$ cat src/hw/rtl/fwpsc_pkg.sv
// ----------------------------------------------------------------------------
// fwpsc_pkg
// Shared types, constants and register codes of the wheel speed controller.
// ----------------------------------------------------------------------------
package fwpsc_pkg;
	localparam int NumWheels = 4;
	localparam int PosWidth  = 32;

	typedef enum logic [2:0] {
		REG_PROP_GAIN  = 3'd0,
		REG_INTEG_GAIN = 3'd1,
		REG_INT_LIMIT  = 3'd2,
		REG_ROT_GAIN   = 3'd3,
		REG_INV_MASK   = 3'd4,
		REG_CPR        = 3'd5
	} reg_idx_t;

	typedef enum logic [1:0] {
		CMD_TICK  = 2'd0,
		CMD_STOP  = 2'd1,
		CMD_CLEAR = 2'd2,
		CMD_SPARE = 2'd3
	} cmd_t;

	typedef struct packed {
		logic [15:0] kp;
		logic [15:0] ki;
		logic [20:0] limit;
		logic        invert;
	} lane_cfg_t;

	typedef struct packed {
		logic start;
		logic clear;
	} lane_ctl_t;
endpackage

$ cat src/hw/rtl/fwpsc_divider.sv
// ----------------------------------------------------------------------------
// fwpsc_divider
// Radix-2 restoring divider, one quotient bit per cycle, unsigned 51 / 26.
// ----------------------------------------------------------------------------
module fwpsc_divider (
	input  logic        clk,
	input  logic        arst_n,
	input  logic        start,
	input  logic [50:0] dividend,
	input  logic [25:0] divisor,
	output logic        done,
	output logic [50:0] quotient
);
	logic [5:0]  cnt_q;
	logic        busy_q;
	logic [50:0] quo_q;
	logic [25:0] div_q;
	logic [26:0] rem_q;
	logic [26:0] trial;

	assign trial    = {rem_q[25:0], quo_q[50]} - {1'b0, div_q};
	assign quotient = quo_q;

	always_ff @(posedge clk or negedge arst_n) begin
		if (!arst_n) begin
			busy_q <= 1'b0;
			done   <= 1'b0;
			cnt_q  <= '0;
		end else begin
			done <= 1'b0;
			if (start) begin
				busy_q <= 1'b1;
				cnt_q  <= 6'd0;
			end else if (busy_q) begin
				cnt_q <= cnt_q + 6'd1;
				if (cnt_q == 6'd50) begin
					busy_q <= 1'b0;
					done   <= 1'b1;
				end
			end
		end
	end

	always_ff @(posedge clk) begin
		if (start) begin
			quo_q <= dividend;
			div_q <= divisor;
			rem_q <= '0;
		end else if (busy_q) begin
			if (!trial[26]) begin
				rem_q <= trial;
				quo_q <= {quo_q[49:0], 1'b1};
			end else begin
				rem_q <= {rem_q[25:0], quo_q[50]};
				quo_q <= {quo_q[49:0], 1'b0};
			end
		end
	end
endmodule

$ cat src/hw/rtl/fwpsc_lane.sv
// ----------------------------------------------------------------------------
// fwpsc_lane
// One wheel: speed measurement, error, clamped integrator and PI drive.
// ----------------------------------------------------------------------------
module fwpsc_lane (
	input  logic                  clk,
	input  logic                  arst_n,
	input  fwpsc_pkg::lane_ctl_t  ctl,
	input  fwpsc_pkg::lane_cfg_t  cfg,
	input  logic signed [24:0]    target,
	input  logic [31:0]           pos,
	input  logic [9:0]            ms,
	input  logic [25:0]           divisor,
	output logic                  done,
	output logic signed [8:0]     drive,
	output logic signed [15:0]    speed
);
	import fwpsc_pkg::*;

	typedef enum logic [2:0] {
		S_IDLE, S_DIV, S_INT, S_MUL, S_SUM, S_DRV
	} lstate_t;

	lstate_t             state_q;
	logic [31:0]         last_q;
	logic signed [22:0]  integ_q;
	logic                neg_q;
	logic                dstart_q;
	logic [50:0]         dvd_q;
	logic                ddone;
	logic [50:0]         quo;
	logic signed [25:0]  err_q;
	logic signed [42:0]  pterm_q;
	logic signed [39:0]  iterm_q;
	logic signed [52:0]  acc_q;
	logic signed [31:0]  delta;
	logic [31:0]         mag;
	logic signed [52:0]  spd_full;
	logic signed [15:0]  spd_sat;
	logic signed [37:0]  integ_new;
	logic signed [22:0]  lim;
	logic [52:0]         acc_mag;
	logic                acc_big;
	logic [29:0]         qprod;
	logic signed [9:0]   drv_c;

	assign delta = $signed(pos - last_q);
	assign mag   = delta[31] ? 32'(-delta) : 32'(delta);
	assign spd_full = neg_q ? -$signed({2'b0, quo}) : $signed({2'b0, quo});
	assign spd_sat = (spd_full > 53'sd32767) ? 16'sh7fff :
		(spd_full < -53'sd32768) ? 16'sh8000 : spd_full[15:0];
	assign lim = $signed({2'b0, cfg.limit});
	assign integ_new = 38'(integ_q) + 38'(err_q) * 38'($signed({1'b0, ms}));
	assign acc_mag = acc_q[52] ? 53'(-acc_q) : 53'(acc_q);
	// 4096000 = 2^15 * 125; divide by 125 through a reciprocal below 256 * 4096000
	assign acc_big = acc_mag >= 53'd1048576000;
	assign qprod = 30'(acc_mag[29:15]) * 30'd33555;
	assign drv_c = acc_big ? 10'sd255 : $signed({2'b0, qprod[29:22]});

	fwpsc_divider u_div (
		.clk(clk), .arst_n(arst_n), .start(dstart_q),
		.dividend(dvd_q), .divisor(divisor), .done(ddone), .quotient(quo)
	);

	always_ff @(posedge clk or negedge arst_n) begin
		if (!arst_n) begin
			state_q  <= S_IDLE;
			last_q   <= '0;
			integ_q  <= '0;
			done     <= 1'b0;
			dstart_q <= 1'b0;
		end else begin
			done     <= 1'b0;
			dstart_q <= 1'b0;
			unique case (state_q)
				S_IDLE: begin
					if (ctl.clear) integ_q <= '0;
					if (ctl.start) begin
						last_q   <= pos;
						neg_q    <= delta[31];
						dvd_q    <= 51'(mag) * 51'd960000;
						dstart_q <= 1'b1;
						state_q  <= S_DIV;
					end
				end
				S_DIV: if (ddone) begin
					speed   <= spd_sat;
					err_q   <= 26'(target) - 26'(spd_sat);
					state_q <= S_INT;
				end
				S_INT: begin
					integ_q <= (integ_new > 38'(lim)) ? lim :
						(integ_new < -38'(lim)) ? -lim : 23'(integ_new);
					pterm_q <= err_q * $signed({1'b0, cfg.kp});
					state_q <= S_MUL;
				end
				S_MUL: begin
					iterm_q <= integ_q * $signed({1'b0, cfg.ki});
					acc_q   <= 53'(pterm_q) * 53'sd1000;
					state_q <= S_SUM;
				end
				S_SUM: begin
					acc_q   <= acc_q + 53'(iterm_q);
					state_q <= S_DRV;
				end
				S_DRV: begin
					drive   <= 9'((acc_q[52] ^ cfg.invert) ? -drv_c : drv_c);
					done    <= 1'b1;
					state_q <= S_IDLE;
				end
				default: state_q <= S_IDLE;
			endcase
		end
	end
endmodule

$ cat config.mk
export PLATFORM = sky130hd
export DESIGN_NAME = fwpsc_lane
export DESIGN_NICKNAME = d
export VERILOG_FILES = /design/src/hw/rtl/fwpsc_pkg.sv /design/src/hw/rtl/fwpsc_divider.sv /design/src/hw/rtl/fwpsc_lane.sv
export SDC_FILE = /design/constraint.sdc
export NUM_CORES = 2
export LEC_CHECK = 0
export BUFFER_PORTS_ARGS = -buffer_cell sky130_fd_sc_hd__buf_2
export CORE_MARGIN = 2
export CORE_UTILIZATION = 40
export CTS_BUF_LIST = sky130_fd_sc_hd__clkbuf_4 sky130_fd_sc_hd__clkbuf_8
export DETAILED_ROUTE_END_ITERATION = 8
export PLACE_DENSITY_LB_ADDON = 0.05
export SETUP_SLACK_MARGIN = 0.3
export SLEW_MARGIN = 20
export SYNTH_ARGS = -nofsm -noshare
export SYNTH_HDL_FRONTEND = slang
export SYNTH_SLANG_ARGS = --single-unit
$ cat constraint.sdc
create_clock -name clk -period 8.8 [get_ports clk]
set_clock_uncertainty 0.1 [all_clocks]
set_input_delay 1.32 -clock clk [delete_from_list [all_inputs] [get_ports clk]]
set_output_delay 1.32 -clock clk [all_outputs]
set_load 0.01 [all_outputs]
Yosys cells after proc, flatten, opt, wreduce, memory -nomap -nowiden
Cells that the tools add are included.

Equality and inequality tests: 9. Muxes and demuxes: 30. Add/sub/neg operators: 12. $lt $le $gt $ge: 5. Reduce and logical (&&, ||, !) cells: 13. Bitwise gates (word level): 1. Multiply operators: 6.

Operators with widths (count): $mux W53 (2); $pmux W53 S2 (1); $mux W51 (2); $mux W23 (3); $add A53 B40 Y53 (1); $ge A53 B30 Y1 const B (1); $gt A53 B16 Y1 const B (1); $lt A53 B16 Y1 const B (1); $neg A51 Y53 (1); $neg A53 Y53 (1); $mul A43 B8 Y50 const B (1); $pmux W23 S2 (1); $mul A26 B17 Y43 (1); $mul A32 B11 Y42 const B (1); $mul A23 B17 Y40 (1); $add A23 B37 Y38 (1); $gt A38 B22 Y1 (1); $lt A38 B38 Y1 (1); $neg A21 Y38 (1); $mul A26 B11 Y37 (1); $mux W16 (2); $mux W32 (1); $neg A32 Y32 (1); $sub A32 B32 Y32 (1); other kinds (24) (47).

Register bits: 401. Output and inout bits: 26. Input bits: 151.

Logic depth before layout (Yosys ltp)
Depth in word-level cells: 6. Gate-level depth with buffers: 39. Depth with buffers taken out: 38.

Modules after synthesis
A second synthesis with hierarchy kept.

Cells, all modules: 8844. Area total of the unflattened synthesis: 82226.4 um^2.

By module, submodules not included: fwpsc_lane (times used 1, cells an instance 8321, area each 76405.8 um^2, sequential area each 8408.1 um^2); fwpsc_divider (times used 1, cells an instance 523, area each 5820.6 um^2, sequential area each 3032.9 um^2).

Worst setup path after synthesis
Ideal clock, no wire load.

Kind: input to register. From: in pos[2]. To: reg dvd_q[49] (data pin). Setup time: 258 ps. Arrival time: 10115 ps. Path buffers: 2. Path slack: -1673 ps. Stages on the path: 37. Cell sequence: ha_1 -> o21ai_0 -> a21oi_1 -> o41a_1 -> a31o_2 -> a21oi_1 -> o211ai_1 -> a31o_2 -> a21o_1 -> xor2_1 -> clkbuf_1 -> clkbuf_1 -> nor2_1 -> xnor2_1 -> inv_1 -> fa_1 -> inv_1 -> fa_1 -> fa_1 -> inv_1 -> fa_1 -> fa_1 -> inv_1 -> ha_1 -> a21o_1 -> a21o_1 -> a21oi_1 -> o21ai_0 -> o31ai_1 -> a2111o_1 -> a311oi_1 -> a41o_1 -> nor4_1 -> nor3_1 -> a211o_1 -> a21oi_1 -> xnor2_1.

Cells in the longest elaborated chain, start to end: 4.

RTL lines: start, declared (RTL line fwpsc_lane.sv:11) `input logic [31:0] pos,`; $sub A32 B32 Y32 (*) (RTL line fwpsc_lane.sv:47) `assign delta = $signed(pos - last_q);`; $neg A32 Y32 (RTL line fwpsc_lane.sv:48) `assign mag = delta[31] ? 32'(-delta) : 32'(delta);`; $mux W32 (*) (RTL line fwpsc_lane.sv:48); $mul A32 B11 Y42 (*) (RTL line fwpsc_lane.sv:81) `dvd_q <= 51'(mag) * 51'd960000;`; end signal, assigned (RTL line fwpsc_lane.sv:81); end, declared (RTL line fwpsc_lane.sv:29) `logic [50:0] dvd_q;`.

Every way passes the cells marked *; elsewhere a longest branch is shown, timed or not. A chain may end at the register's enable or synchronous reset.

Worst setup path in the final report
Ends and elaborated chain as after synthesis.

==> results.py <==
metrics = {
    "outcome": {
        "status": "finished, final reports clean",
    },
    "sta": {
        "setup-violations-final": 0,
        "fmaxAchievable_ghz": 0.116,
        "timing.final.hold_violations": 0,
        "min_period_ns": 8.64,
        "setup_ws_ns": 0.160,
        "maxSlewHeadroom_pct": 26.8,
        "grt_setup_unrepaired": "true",
        "slew_viol_final": 0,
        "min_period_over_period_pct": 98.2,
        "worstMarginPinSlew_ns": 1.08,
    },
    "clocking": {
        "cts_tree": "yes",
        "clkSlewWorstSetupHoldPaths_ns": 0.06,
        "clockRootBuffer": "clkbuf_8",
        "numClockSinks": 401,
        "insertion_delay_ns": 0.91,
        "numCtsBuffers": 83,
        "clock_path_buffers": 3,
        "holdBufCountCts": 0,
        "htree_levels": 3,
    },
    "placed_design": {
        "place_area_mm2": 0.0889,
        "hpwl_um": 185000,
        "place.gp.congestion": 0.860,
        "portBuffers": 176,
        "dp_slack_ns": -0.955,
    },
    "cells_and_area": {
        "final_util_pct": 46.1,
        "area_growth_pct": 14.6,
        "final_area_mm2": 0.0921,
        "fin_nets": 11500,
        "drive_gt1_share_pct": 14.4,
    },
    "yosys": {
        "netlist_instances": 8521,
        "synth_largest_area_cell": "fa_1",
        "syn_area_per_cell_um2": 9.43,
        "ys_types": 99,
        "yosysMostFrequentCell": "inv_1",
        "yosysTopAreaCellShare_pct": 33.8,
        "syn_area_mm2": 0.0804,
        "synth-async-reset-ratio_pct": 17.0,
        "synth_edf_count": 307,
        "yosysWarnings": 0,
        "synth_area_leaders": "fa_1 (34%), ha_1 (13%), edfxtp_1 (11%)",
        "ys_seq_area_share_pct": 14.2,
        "ys_ff_latch": 401,
        "netlist_top_cells_count": "inv_1 (1582), fa_1 (1356), nand2_1 (896)",
        "syn-num-nets": 10900,
        "synth_flop_cell": "edfxtp_1",
    },
    "floorplan": {
        "die_x_um": 452,
        "core_area_mm2": 0.200,
        "boundaryPins": 177,
        "initial_utilization_pct": 40.3,
        "die_height_um": 452,
        "die-area_mm2": 0.205,
        "rows": 164,
    },
    "detailed_routing": {
        "drt_iter0_drc": 3059,
        "via_count": 60400,
        "drc": 0,
        "drt_pass1_iterations": 6,
        "antenna_left": 0,
        "routed_wl_um": 221000,
        "routed_via_density": 5.07,
        "wl_per_cell_um": 18.6,
    },
    "worst_setup_path": {
        "cp-end-kind": "register",
        "path_class": "input port to register",
        "crit_fanout": 5,
        "start_kind": "input port",
        "arrival_ns": 9.16,
        "crit_path_frequent_cell": "fa_2",
        "worst_path_max_delay_cell": "fa_1",
        "cpPeakStageDelay_ns": 0.55,
        "cp_data_required_time_ns": 9.32,
    },
    "grt": {
        "grt_max_degree": 60,
        "antenna_found_initial": 26,
        "overflow": 0,
        "grt_pass1_wl_um": 359000,
        "grtUsageTotal_pct": 22.2,
        "grt_pass1_vias": 65100,
    },
    "hold_path": {
        "hp-class": "input port to asynchronous set/reset pin",
    },
    "flow_run": {
        "max_cap_viol_count": 0,
    },
}
[critical path, delay by kind of cell]
kind                       cells  cell delay [ns]
xor gates and xnor gates       3             0.66
and+or+nand+nor                4             0.37
AOI/OAI and AO/OA             15             3.11
adders and majority gates      7             3.05
buffers and inverters          7             0.64
[worst paths after layout]
path | start | to | slack (ns) | cells past startpoint
max | pos[2] | dvd_q[49] | 0.16 | 36
min | arst_n | last_q[29] | 0.24 | 1
max reg2reg | last_q[2] | dvd_q[49] | 0.26 | 36
min reg2reg | u_div.rem_q[2] | u_div.rem_q[2] | 0.39 | 2
max in group asynchronous | arst_n | integ_q[4] | 7.03 | 3
min in group clk | u_div.rem_q[2] | u_div.rem_q[2] | 0.39 | 2
[registers in the layout, indices dropped and copies added, names as in the netlist, 32 cells and up]
register and flops:
acc_q 53, iterm_q 40, dvd_q 42, pterm_q 43
last_q 32, u_div.quotient 51
[metal layers]
metal  global-route usage (%)  vias up  wire length [µm]
li1                         -    28700                 -
met1                     29.0    30200             98000
met2                     37.7     1070            106000
met3                     3.25      299              9620
met4                     6.96       16              7280
met5                        0        -               101
[placed cells by master (no fill, tap or decap), types with 21 or more instances in the layout]
| cell | instances |
|---|---|
| dfrtp_1 | 67 |
| xnor2_1 | 279 |
| ha_4 | 26 |
| a21oi_2 | 25 |
| a221o_1 | 23 |
| mux2i_1 | 35 |
| buf_4 | 668 |
| nor2b_1 | 56 |
| mux2_2 | 44 |
| and3_1 | 34 |
| a21o_1 | 201 |
| a21oi_1 | 303 |
| dfxtp_1 | 26 |
| nand3_1 | 65 |
| a31oi_1 | 40 |
| fa_1 | 1342 |
| inv_1 | 1558 |
| edfxtp_1 | 307 |
| o21bai_1 | 46 |
| clkbuf_8 | 86 |
| o21ai_0 | 256 |
| nand2_1 | 892 |
| and2_1 | 471 |
| xnor2_2 | 22 |
| nor2_1 | 284 |
| a211oi_1 | 50 |
| ha_1 | 821 |
| buf_2 | 168 |
| o21a_1 | 65 |
| nor3_1 | 91 |
| nor4_1 | 26 |
| inv_2 | 21 |
| clkbuf_4 | 24 |
| nand4_1 | 51 |
| or3_1 | 32 |
| o211ai_1 | 22 |
| xor2_1 | 142 |
| o31ai_1 | 28 |
| nand2b_1 | 51 |
[logic make-up (layout without fill, tap and decap cells)]
| kind of cell | count (synthesis) | after routing | synth area share, % |
|---|---|---|---|
| and+or+nand+nor | 2209 | 2209 | 13.5 |
| adders and majority gates | 2207 | 2207 | 47.0 |
| buffers and inverters | 1888 | 2606 | 8.85 |
| AOI/OAI and AO/OA | 1281 | 1282 | 10.4 |
| xor gates and xnor gates | 456 | 456 | 4.99 |
| DFF | 401 | 401 | 14.2 |
| muxes | 79 | 79 | 1.05 |
| other | 0 | 14 | 0 |
[timing repair]
| action | in CTS | in global routing |
|---|---|---|
| setup endpoints to repair | 29 | 45 |
| resized for setup | 41 | 143 |
| cloned | 1 | 1 |
| setup buffers | 7 | 52 |
| pin swaps | 41 | 83 |
[layout make-up]
class | instances | area, µm²
inverters | 1582 | 5950
clock inverters | 45 | 417
clock buffers | 109 | 1360
well taps | 2656 | 3320
fillers | 19400 | 108000
diodes | 14 | 35.0
repair buffers | 870 | 6390
flip-flops and latches | 401 | 11400
multi-input cells | 6233 | 63200
[metrics by stage]
| step | instances | TNS [ns] | hold WS, ns |
|---|---|---|---|
| global placement | 11700 | -21.76 | 0.378 |
| finish | 11900 | 0 | 0.236 |
| detailed placement | 11700 | -25.49 | 0.382 |
| floorplan | 8521 | -2.38 | 0.353 |
| CTS | 11800 | 0 | 0.144 |
| global route | 11900 | -0.387 | 0.167 |
Power is left out: the tool's default activity adds up to more than one toggle a clock period on the data nets, which glitch-free logic cannot reach.
